$ cat config.mk
export PLATFORM = sky130hd
export DESIGN_NAME = tree_ancestor_mask_builder
export DESIGN_NICKNAME = d
export VERILOG_FILES = /design/src/hw/rtl/tamb_pkg.sv /design/src/hw/rtl/tamb_ram.sv /design/src/hw/rtl/tamb_row_calc.sv /design/src/hw/rtl/tree_ancestor_mask_builder.sv
export SDC_FILE = /design/constraint.sdc
export NUM_CORES = 2
export LEC_CHECK = 0
export BUFFER_PORTS_ARGS = -buffer_cell sky130_fd_sc_hd__buf_2
export CORE_AREA = 2 2 853 600
export DETAILED_ROUTE_END_ITERATION = 6
export DIE_AREA = 0 0 855 602
export MAX_ROUTING_LAYER = met4
export PLACE_DENSITY = 0.46
export SYNTH_ARGS = -nofsm -noshare
export SYNTH_HDL_FRONTEND = slang
export SYNTH_SLANG_ARGS = --single-unit
$ cat constraint.sdc
create_clock -name clk_i -period 10.32 [get_ports clk_i]
set_clock_uncertainty 0.15 [all_clocks]
set_input_delay 2.064 -clock clk_i [delete_from_list [all_inputs] [get_ports clk_i]]
set_output_delay 2.064 -clock clk_i [all_outputs]
set_load 0.05 [all_outputs]
$ cat src/hw/rtl/tamb_pkg.sv
// Shared types and constants for the tree ancestor mask builder.
// Used by tamb_row_calc and tree_ancestor_mask_builder; no dependencies.
`timescale 1ns / 1ps

package tamb_pkg;

  localparam int unsigned OP_W     = 2;
  localparam int unsigned TOKEN_W  = 31;
  localparam int unsigned PARENT_W = 6;
  localparam int unsigned IDX_W    = 6;
  localparam int unsigned MASK_W   = 64;
  localparam int unsigned CNT_W    = 7;
  localparam int unsigned ERR_W    = 2;
  localparam int unsigned LEN_W    = 7;

  localparam logic [LEN_W-1:0] TREE_LENGTH_RESET = 7'd64;

  typedef enum logic [OP_W-1:0] {
    OP_START = 2'd0,
    OP_NODE  = 2'd1,
    OP_END   = 2'd2
  } op_e;

  typedef enum logic [ERR_W-1:0] {
    ERR_NONE   = 2'd0,
    ERR_PARENT = 2'd1,
    ERR_LENGTH = 2'd2
  } err_e;

  typedef enum logic {
    REG_TREE_LENGTH = 1'b0
  } reg_e;

  typedef struct packed {
    op_e                 op;
    logic [TOKEN_W-1:0]  token;
    logic [PARENT_W-1:0] parent;
  } item_t;

  typedef struct packed {
    logic [IDX_W-1:0]   row_index;
    logic [TOKEN_W-1:0] row_token;
    logic [MASK_W-1:0]  mask_row;
    logic               last;
    err_e               error;
  } result_t;

  typedef struct packed {
    result_t            res;
    logic               emit;
    logic               done;
    logic               wr_en;
    logic [CNT_W-1:0]   row_count;
  } calc_t;

endpackage

$ cat src/hw/rtl/tamb_ram.sv
// Generic single-write, single-read RAM with registered read data.
// Read returns the old contents on a same-address write; no dependencies.
`timescale 1ns / 1ps

module tamb_ram #(
  parameter int unsigned WIDTH = 64,
  parameter int unsigned DEPTH = 64
) (
  input  logic                     clk_i,
  input  logic                     we_i,
  input  logic [$clog2(DEPTH)-1:0] waddr_i,
  input  logic [WIDTH-1:0]         wdata_i,
  input  logic                     re_i,
  input  logic [$clog2(DEPTH)-1:0] raddr_i,
  output logic [WIDTH-1:0]         rdata_o
);

  logic [WIDTH-1:0] mem_q [DEPTH];
  logic [WIDTH-1:0] rdata_q;

  always_ff @(posedge clk_i) begin
    if (we_i) begin
      mem_q[waddr_i] <= wdata_i;
    end
    if (re_i) begin
      rdata_q <= mem_q[raddr_i];
    end
  end

  assign rdata_o = rdata_q;

endmodule

$ cat src/hw/rtl/tamb_row_calc.sv
// Row computation for one held item: checks, mask build, store write and count.
// Depends on tamb_pkg.
`timescale 1ns / 1ps

module tamb_row_calc #(
  parameter int unsigned MAX_ROWS = 64
) (
  input  tamb_pkg::item_t                 item_i,
  input  logic [MAX_ROWS-1:0]             parent_mask_i,
  input  logic [tamb_pkg::CNT_W-1:0]      row_count_i,
  input  logic [tamb_pkg::LEN_W-1:0]      len_i,
  output tamb_pkg::calc_t                 calc_o,
  output logic [$clog2(MAX_ROWS)-1:0]     wr_addr_o,
  output logic [MAX_ROWS-1:0]             wr_data_o
);

  localparam int unsigned AW = $clog2(MAX_ROWS);

  logic [MAX_ROWS-1:0]            own_bit;
  logic [tamb_pkg::CNT_W-1:0]     next_idx;
  logic [tamb_pkg::CNT_W-1:0]     parent_ext;

  assign own_bit    = MAX_ROWS'(1) << row_count_i[AW-1:0];
  assign next_idx   = row_count_i + tamb_pkg::CNT_W'(1);
  assign parent_ext = tamb_pkg::CNT_W'(item_i.parent);
  assign wr_addr_o  = (item_i.op == tamb_pkg::OP_START) ? AW'(0) : row_count_i[AW-1:0];

  always_comb begin
    calc_o               = '0;
    calc_o.res.error     = tamb_pkg::ERR_NONE;
    calc_o.done          = 1'b1;
    calc_o.row_count     = row_count_i;
    wr_data_o            = '0;
    case (item_i.op)
      tamb_pkg::OP_START: begin
        wr_data_o            = MAX_ROWS'(1);
        calc_o.emit          = 1'b1;
        calc_o.wr_en         = 1'b1;
        calc_o.row_count     = tamb_pkg::CNT_W'(1);
        calc_o.res.row_token = item_i.token;
        calc_o.res.mask_row  = tamb_pkg::MASK_W'(1);
        calc_o.res.last      = (len_i == tamb_pkg::LEN_W'(1));
      end
      tamb_pkg::OP_NODE: begin
        calc_o.emit = 1'b1;
        if (row_count_i >= len_i) begin
          calc_o.res.error = tamb_pkg::ERR_LENGTH;
        end else if (parent_ext >= row_count_i) begin
          calc_o.res.error = tamb_pkg::ERR_PARENT;
        end else begin
          wr_data_o            = parent_mask_i | own_bit;
          calc_o.wr_en         = 1'b1;
          calc_o.row_count     = next_idx;
          calc_o.res.row_index = row_count_i[tamb_pkg::IDX_W-1:0];
          calc_o.res.row_token = item_i.token;
          calc_o.res.mask_row  = tamb_pkg::MASK_W'(parent_mask_i | own_bit);
          calc_o.res.last      = (next_idx == len_i);
        end
      end
      tamb_pkg::OP_END: begin
        if (row_count_i < len_i) begin
          wr_data_o            = MAX_ROWS'(1) | own_bit;
          calc_o.emit          = 1'b1;
          calc_o.wr_en         = 1'b1;
          calc_o.row_count     = next_idx;
          calc_o.done          = (next_idx == len_i);
          calc_o.res.row_index = row_count_i[tamb_pkg::IDX_W-1:0];
          calc_o.res.mask_row  = tamb_pkg::MASK_W'(MAX_ROWS'(1) | own_bit);
          calc_o.res.last      = (next_idx == len_i);
        end
      end
      default: begin
        calc_o.done = 1'b1;
      end
    endcase
  end

endmodule

$ cat src/hw/rtl/tree_ancestor_mask_builder.sv
// Top level of the tree ancestor mask builder: channels, config register, pipeline.
// Depends on tamb_pkg, tamb_ram and tamb_row_calc.
//
// Usage: configure tree_length over APB (byte address 0, bits 6:0) while idle.
// The input stream carries op in s_axis_tuser and {parent, token} in
// s_axis_tdata. A start transaction yields row 0; each node transaction yields
// one row or one error row (m_axis_tuser nonzero); an end transaction yields
// the padding rows up to the configured length, one per cycle; op 3 and an end
// on a full tree yield nothing. m_axis_tlast marks the row with index L-1.
// An accepted item passes the row stage, then the output register. While the
// output does not stall, throughput is one transaction per cycle for start and
// node items; an end item holds the row stage until its padding rows are out.
// The parent row read comes from the mask RAM at accept time, with a bypass for
// the row written in the same cycle, so nodes may chain back to back.
// Reset empties the pipeline, clears the row count and sets tree_length to 64;
// the mask RAM needs no clearing. When the receiver stalls, the output register
// holds its row and the row stage and input side stall behind it.
`timescale 1ns / 1ps

module tree_ancestor_mask_builder #(
  parameter int unsigned MAX_ROWS = 64
) (
  input  logic         clk_i,
  input  logic         rst_ni,
  // config port
  input  logic         psel,
  input  logic         penable,
  input  logic         pwrite,
  input  logic [2:0]   paddr,
  input  logic [31:0]  pwdata,
  output logic [31:0]  prdata,
  output logic         pready,
  // input stream
  input  logic         s_axis_tvalid,
  output logic         s_axis_tready,
  input  logic [39:0]  s_axis_tdata,  // token[30:0], parent[36:31], zero pad
  input  logic [1:0]   s_axis_tuser,  // op[1:0]
  // output stream
  output logic         m_axis_tvalid,
  input  logic         m_axis_tready,
  output logic [103:0] m_axis_tdata,  // row_index[5:0], row_token[36:6], mask_row[100:37]
  output logic         m_axis_tlast,  // last
  output logic [1:0]   m_axis_tuser   // error[1:0]
);

  localparam int unsigned AW = $clog2(MAX_ROWS);

  logic [tamb_pkg::LEN_W-1:0] tree_length_q, tree_length_d;
  logic [tamb_pkg::LEN_W-1:0] len;
  logic                       cfg_write;

  logic                       s1_valid_q, s1_valid_d;
  tamb_pkg::item_t            s1_item_q, s1_item_d, in_item;
  logic                       byp_hit_q, byp_hit_d;
  logic [MAX_ROWS-1:0]        byp_data_q, byp_data_d;
  logic [tamb_pkg::CNT_W-1:0] row_count_q, row_count_d;
  logic                       out_valid_q, out_valid_d;
  tamb_pkg::result_t          out_res_q, out_res_d;

  logic                       advance, s1_fire, accept, wr_en;
  logic [MAX_ROWS-1:0]        ram_rdata, parent_mask, wr_data;
  logic [AW-1:0]              wr_addr;
  tamb_pkg::calc_t            calc;

  // config register
  assign pready    = 1'b1;
  assign cfg_write = psel & penable & pwrite & pready &
                     (paddr[2] == tamb_pkg::REG_TREE_LENGTH);
  assign tree_length_d = cfg_write ? pwdata[tamb_pkg::LEN_W-1:0] : tree_length_q;
  assign prdata = (paddr[2] == tamb_pkg::REG_TREE_LENGTH) ?
                  32'(tree_length_q) : 32'd0;

  always_comb begin
    if (tree_length_q == '0) begin
      len = tamb_pkg::LEN_W'(1);
    end else if (tree_length_q > tamb_pkg::LEN_W'(MAX_ROWS)) begin
      len = tamb_pkg::LEN_W'(MAX_ROWS);
    end else begin
      len = tree_length_q;
    end
  end

  // handshake
  assign in_item.op     = tamb_pkg::op_e'(s_axis_tuser);
  assign in_item.token  = s_axis_tdata[30:0];
  assign in_item.parent = s_axis_tdata[36:31];

  assign advance       = ~out_valid_q | m_axis_tready;
  assign s1_fire       = s1_valid_q & advance;
  assign s_axis_tready = ~s1_valid_q | (advance & calc.done);
  assign accept        = s_axis_tvalid & s_axis_tready;
  assign wr_en         = s1_fire & calc.wr_en;

  tamb_ram #(
    .WIDTH (MAX_ROWS),
    .DEPTH (MAX_ROWS)
  ) u_mask_ram (
    .clk_i   (clk_i),
    .we_i    (wr_en),
    .waddr_i (wr_addr),
    .wdata_i (wr_data),
    .re_i    (accept),
    .raddr_i (in_item.parent[AW-1:0]),
    .rdata_o (ram_rdata)
  );

  assign parent_mask = byp_hit_q ? byp_data_q : ram_rdata;

  tamb_row_calc #(
    .MAX_ROWS (MAX_ROWS)
  ) u_row_calc (
    .item_i        (s1_item_q),
    .parent_mask_i (parent_mask),
    .row_count_i   (row_count_q),
    .len_i         (len),
    .calc_o        (calc),
    .wr_addr_o     (wr_addr),
    .wr_data_o     (wr_data)
  );

  always_comb begin
    s1_valid_d  = s1_valid_q;
    s1_item_d   = s1_item_q;
    byp_hit_d   = byp_hit_q;
    byp_data_d  = byp_data_q;
    row_count_d = row_count_q;
    out_valid_d = out_valid_q;
    out_res_d   = out_res_q;
    if (s1_fire) begin
      row_count_d = calc.row_count;
      if (calc.done) begin
        s1_valid_d = 1'b0;
      end
    end
    if (accept) begin
      s1_valid_d = 1'b1;
      s1_item_d  = in_item;
      // row written this cycle is not yet visible through the ram read
      byp_hit_d  = wr_en & (wr_addr == in_item.parent[AW-1:0]);
      byp_data_d = wr_data;
    end
    if (advance) begin
      out_valid_d = s1_valid_q & calc.emit;
      if (s1_valid_q & calc.emit) begin
        out_res_d = calc.res;
      end
    end
  end

  always_ff @(posedge clk_i or negedge rst_ni) begin
    if (!rst_ni) begin
      tree_length_q <= tamb_pkg::TREE_LENGTH_RESET;
      s1_valid_q    <= 1'b0;
      byp_hit_q     <= 1'b0;
      row_count_q   <= '0;
      out_valid_q   <= 1'b0;
    end else begin
      tree_length_q <= tree_length_d;
      s1_valid_q    <= s1_valid_d;
      byp_hit_q     <= byp_hit_d;
      row_count_q   <= row_count_d;
      out_valid_q   <= out_valid_d;
    end
  end

  always_ff @(posedge clk_i) begin
    s1_item_q  <= s1_item_d;
    byp_data_q <= byp_data_d;
    out_res_q  <= out_res_d;
  end

  assign m_axis_tvalid = out_valid_q;
  assign m_axis_tdata  = {3'b000, out_res_q.mask_row, out_res_q.row_token,
                          out_res_q.row_index};
  assign m_axis_tlast  = out_res_q.last;
  assign m_axis_tuser  = out_res_q.error;

endmodule

; Yosys cells after proc, flatten, opt, wreduce, memory -nomap -nowiden
; Memory sizes are Yosys's and may differ from the RTL's. A register that Yosys moved wholly into a read port is not among the register bits.
; Index checks and enable logic that the tools add are counted.
[classes]
n_reduce_logical = 10
n_shift = 1
n_eq_ne = 8
bitwise_logic = 16
n_mux = 29
magnitude_cmp = 4
n_addsub = 1
[op_table]
columns = cell, count
row1 = 64-bit two-way mux, 4
row2 = 102-bit two-way mux, 2
row3 = 65-bit one-hot mux with 3 select lines, 1
row4 = 64-bit one-hot mux with 3 select lines, 1
row5 = 65-bit two-way mux, 1
row6 = 64-bit OR, 1
row7 = 1-bit by 6-bit << shifter with 64-bit output (first input constant), 1
row8 = 31-bit one-hot mux with 2 select lines, 1
row9 = 8-bit one-hot mux with 3 select lines, 1
row10 = 7-bit two-way mux, 3
row11 = 8-bit two-way mux, 2
row12 = 6-bit two-way mux, 2
row13 = 6-bit one-hot mux with 2 select lines, 1
row14 = 10-bit two-way mux, 1
row15 = 1-bit bitwise AND, 9
row16 = 7-bit by 1-bit adder with 7-bit output (second input constant), 1
row17 = 7-bit by 1-bit equality test with 1-bit output (second input constant), 1
row18 = 7-bit equality test, 1
row19 = 6-bit by 7-bit greater-or-equal comparator with 1-bit output, 1
row20 = 7-bit greater-or-equal comparator, 1
row21 = 7-bit greater-than comparator (second input constant), 1
row22 = 7-bit logical NOT, 1
row23 = 7-bit < comparator, 1
row24 = 1-bit two-way mux, 7
row25 = 15 further kinds, 23
[totals]
reg_bits = 224
mem_bits_rw = 4096
out_inout_bits = 142
in_bits = 84
mem_count = 1
[memory_table]
columns = name, words, width, read_ports, rd_ports_with_merged_regs, write_ports, line_no
row1 = u_mask_ram.mem_q, 64, 64, 1, 1, 1, tamb_ram.sv:18  ; logic [WIDTH-1:0] mem_q [DEPTH];

; Logic depth before layout (Yosys ltp)
[depth]
depth_word = 11
mapped_depth = 13
ltp_nobuf = 11

; Modules after synthesis
; A second synthesis with hierarchy kept.
[unflattened]
hier_cells = 7397
hier_area_um2 = 167812.2
[modules_own_cells]
columns = mod, cells_each, instances, seq_area_each_um2, area_each_um2
row1 = tamb_ram, 6598, 1, 124919.8, 156989.3
row2 = tree_ancestor_mask_builder, 377, 1, 6642.6, 8067.7
row3 = tamb_row_calc, 422, 1, 0.0, 2755.1

; Least setup slack after synthesis
; Ideal clock, no wire load.
[synth_timing]
path_type = input-to-reg
startpoint = in m_axis_tready
endpoint = mem u_mask_ram.mem_q[38][0] (enable)
setup_ps = 564
arrival_ps = 7381
stages = 6
slack_ps = 2225
path_buffers = 1
cell_sequence = nand2b_1 > nand2_1 > nor3_1 > o211ai_1 > clkbuf_1 > nor3_1
[synth_between]
elab_chain_cells = 5
[synth_rtl]
columns = element, line_no
row1 = from (decl), tree_ancestor_mask_builder.sv:40  ; input logic m_axis_tready,
row2 = 1-bit OR, tree_ancestor_mask_builder.sv:88  ; assign advance = ~out_valid_q | m_axis_tready;
row3 = 1-bit bitwise AND, tree_ancestor_mask_builder.sv:89  ; assign s1_fire = s1_valid_q & advance;
row4 = 1-bit bitwise AND, tree_ancestor_mask_builder.sv:92  ; assign wr_en = s1_fire & calc.wr_en;
row5 = 1-bit two-way mux, tamb_ram.sv:22  ; if (we_i) begin
row6 = 1-bit two-way mux (not written as such), tamb_ram.sv:23  ; mem_q[waddr_i] <= wdata_i;
row7 = to (decl), tamb_ram.sv:18
; Every way passes these cells.

; Worst setup path after layout
[layout_timing]
startpoint = reg tree_length_q[5] (netlist name)
endpoint = out s_axis_tready
[layout_between]
elab_chain_cells = 8
word_cells_on_any_way = 10
cone_classes = 2 x order compare / 1 x eq/ne / 4 x mux / 2 x bitwise / 1 x reduce/logical
[layout_rtl]
columns = element, line_no
row1 = from (decl), tree_ancestor_mask_builder.sv:48  ; logic [tamb_pkg::LEN_W-1:0] tree_length_q, tree_length_d;
row2 = from (signal assigned), tree_ancestor_mask_builder.sv:152  ; tree_length_q <= tamb_pkg::TREE_LENGTH_RESET;
row3 = from (signal assigned), tree_ancestor_mask_builder.sv:158  ; tree_length_q <= tree_length_d;
row4 = 7-bit greater-than comparator, tree_ancestor_mask_builder.sv:76  ; end else if (tree_length_q > tamb_pkg::LEN_W'(MAX_ROWS)) begin
row5 = 7-bit two-way mux, tree_ancestor_mask_builder.sv:76
row6 = 7-bit two-way mux *, tree_ancestor_mask_builder.sv:74  ; if (tree_length_q == '0) begin
row7 = 7-bit < comparator or 7-bit equality test (tied branches), "tamb_row_calc.sv:61, tamb_row_calc.sv:66"
row8 = 10-bit two-way mux *, tamb_row_calc.sv:61  ; if (row_count_i < len_i) begin
row9 = 1-bit two-way mux *, tamb_row_calc.sv:34  ; case (item_i.op)
row10 = 1-bit bitwise AND *, tree_ancestor_mask_builder.sv:90  ; assign s_axis_tready = ~s1_valid_q | (advance & calc.done);
row11 = 1-bit OR *, tree_ancestor_mask_builder.sv:90
row12 = to (decl), tree_ancestor_mask_builder.sv:35  ; output logic s_axis_tready,
; Mark *: on every way between the ends. The rest lies on a longest branch, timed or not. The select of a mux whose other input is x is not followed.

==> flow_summary_export.csv <==
group,metric,value,unit
worst_hold_path,hold_class,"reg2reg",
synthesis,synth_area_per_cell,25.2,um^2
die,ios,226,
synthesis,synth_cell_types,55,
detailed_routing,first_pass_iters,7,
grt,grt.total_usage,19.0,%
timing,slew_violations,0,
setup_path,cp-end-kind,"output port",
timing,fin_crit_sh,68.2,%
power_and_ir_drop,peakVddDrop,0.148,mV
timing,setup_violations,0,
synthesis,syn-cell-area,167000,um^2
clocking,h-tree-depth,5,
die,core_area,507000,um^2
die,die-area,515000,um^2
final_layout,seqCellArea,132000,um^2
clocking,clk_pin_slew_worst_paths,0.06,ns
final_layout,design_area,192000,um^2
clocking,postCtsHoldBufs,0,
power_and_ir_drop,p_leak,64.9,nW
final_layout,layout_commonest_cell,"edfxtp_1",
place,globalplace.congestion,0.780,
final_layout,final_cell_mix,"edfxtp_1, mux4_2, clkbuf_16",
clocking,clock_tree.root_cell,"clkbuf_16",
place,place_area,178000,um^2
outcome,status,"finished with violations",
grt,grt_overflow_total,0,
synthesis,synth_edf_count,4367,
timing,relSlewSlack,20.2,%
clocking,cts_buffers,434,
clocking,clk_latency,1.04,ns
die,fp.dieW,855,um
timing,grt_setup_unrepaired,"no",
timing,setup_tns,0,ns
detailed_routing,vias_per_cell,5.36,
synthesis,postSynth.asyncResetShare,0.388,%
grt,antenna_found_initial,30,
synthesis,ys.flop_type,"edfxtp_1",
place,io_buffer_count,166,
clocking,cts_tree,"yes",
setup_path,critPathArrivalTime,4.83,ns
die,die_h,602,um
timing,min_period,7.04,ns
detailed_routing,wirelength,484000,um
clocking,ctsResizeCount,0,
die,num_rows,219,
final_layout,fillers,45044,
clocking,post_cts_buffers,0,
detailed_routing,remaining_drc_errors,3,
detailed_routing,post_drt_wl_per_cell,34.0,um
flow_run,max-cap-violations,0,
power_and_ir_drop,power_density,200,nW/um^2
final_layout,drive_gt1_share,33.3,%
setup_path,crit_fanout,3,
synthesis,yosysWarnings,0,
grt,grt_pass1_wl,661000,um
detailed_routing,ant_nets,0,
clocking,cts.sinks,4384,
detailed_routing,drt_iter0_drc,8638,
setup_path,worstPathRequired,8.11,ns
synthesis,synth-seq-cells,4384,
synthesis,netlist_instances,6619,
outcome,violations,"DRC",
setup_path,cp-start-kind,"flop",
synthesis,yosysSeqAreaShare,78.8,%
grt,first_global_vias,77729,
grt,grt_start_max_net_pins,103,
final_layout,fin_nets,7255,
setup_path,critPathKind,"reg2out",
final_layout,multi_input_area,34600,um^2
detailed_routing,via_count,76455,
timing,tightest_slew,1.19,ns
timing,hold_viol_final,0,
clocking,clockBufferDepth,4,
place,hpwl,253000,um
die,start_util,32.9,%
final_layout,area_delta_synth_final,14.9,%
timing,max_freq,0.142,GHz
## flip-flops by register name, indices dropped and copies added, names as in the netlist
register	flops
u_mask_ram.mem_q	4096
m_axis_tdata	101
byp_data_q	64
u_mask_ram.rdata_o	64
s1_item_q	39
row_count_q	7
tree_length_q	7
m_axis_tuser	2
byp_hit_q	1
m_axis_tlast	1
m_axis_tvalid	1
s1_valid_q	1
## cells in the mapped netlist, types with 11 or more instances
library cell | n | area share, %
a21oi_1 | 12 | 0.036
clkbuf_1 | 208 | 0.47
buf_2 | 105 | 0.31
nand2_1 | 37 | 0.083
o22a_1 | 63 | 0.33
mux4_2 | 1344 | 18
inv_1 | 13 | 0.029
ha_1 | 24 | 0.18
nand3_1 | 11 | 0.033
dfrtp_1 | 16 | 0.24
mux2i_1 | 63 | 0.38
nor2b_1 | 39 | 0.15
buf_1 | 27 | 0.061
nor2_1 | 133 | 0.30
nor3_1 | 24 | 0.072
edfxtp_1 | 4367 | 79
buf_4 | 29 | 0.13
## worst max-delay path, cell delays in order (launching register included)
cell     delay [ns]
dfrtp_1        0.37
nor2_1         0.78
nand2_1        0.24
a21oi_1        0.22
ha_1           0.26
nor3_1         0.26
nand4_1        0.13
nor3_1         0.48
o21ai_0        0.29
nand2_1        0.41
buf_2          0.35
## cells by family (layout without fill, tap and decap cells)
| family | count (synthesis) | count (layout) | synth area share [%] |
|---|---|---|---|
| compound gates | 121 | 121 | 0.568 |
| xor+xnor | 6 | 6 | 0.0397 |
| fa+ha+maj | 24 | 24 | 0.180 |
| buf+inv | 390 | 1249 | 1.04 |
| flops | 4384 | 4384 | 78.8 |
| mux | 1414 | 1414 | 18.6 |
| other cells | 2 | 45 | 0.00450 |
| simple gates | 278 | 278 | 0.770 |
## area by class of cell
cell class / instances / share of cell area [%]
antenna: 16 / 0.0209
clock buffer: 537 / 5.90
clock inverter: 257 / 1.17
inverter: 16 / 0.0352
multi-input combinational: 1872 / 18.1
sequential: 4384 / 68.6
tap: 6740 / 4.40
timing repair buffer: 439 / 1.80
## routing by layer
metal  up-vias  part of all wire (%)  routed length [um]  global-route usage, %
met2      2643                    46              220000                   28.1
met1     43268                    46              223000                   28.1
met4         0                   2.3               11400                   4.22
li1      29930                     -                   -                      -
met5         -                     0                   0                      -
met3       614                   6.2               29800                   2.86
## path summary, 6_finish.rpt
| check | from | cells past startpoint | end | slack (ns) |
|---|---|---|---|---|
| max | tree_length_q[5] | 10 | s_axis_tready | 3.28 |
| min | s1_item_q[25] | 1 | m_axis_tdata[25] | 0.38 |
| max reg2reg | tree_length_q[5] | 13 | u_mask_ram.mem_q[25][3] | 3.78 |
| min reg2reg | s1_item_q[25] | 1 | m_axis_tdata[25] | 0.38 |
| max in group asynchronous | rst_ni | 1 | byp_hit_q | 8.61 |
| min in group asynchronous | rst_ni | 1 | tree_length_q[4] | 0.88 |
## metrics by stage
step | total power [mW] | worst slack [ns] | utilization [%] | hold WS, ns | instances
2_1_floorplan | 22.1 | 2.22 | - | 0.343 | 6646
5_1_grt | 39.5 | 3.25 | 37.8 | 0.401 | 14257
3_5_place_dp | 23.3 | 3.94 | 35.1 | 0.371 | 13445
6_report | 38.3 | 3.28 | 37.8 | 0.385 | 14261
3_3_place_gp | 23.3 | 3.82 | 35.1 | 0.365 | 13445
4_1_cts | 38.7 | 3.30 | 37.8 | 0.386 | 14239
## where the power goes
group	internal (mW)	total, mW	switching [mW]
clock network	8.49	15.4	6.91
logic	0.769	2.72	1.95
registers	20.0	20.1	0.148
Power figures use the tool's default switching activity.
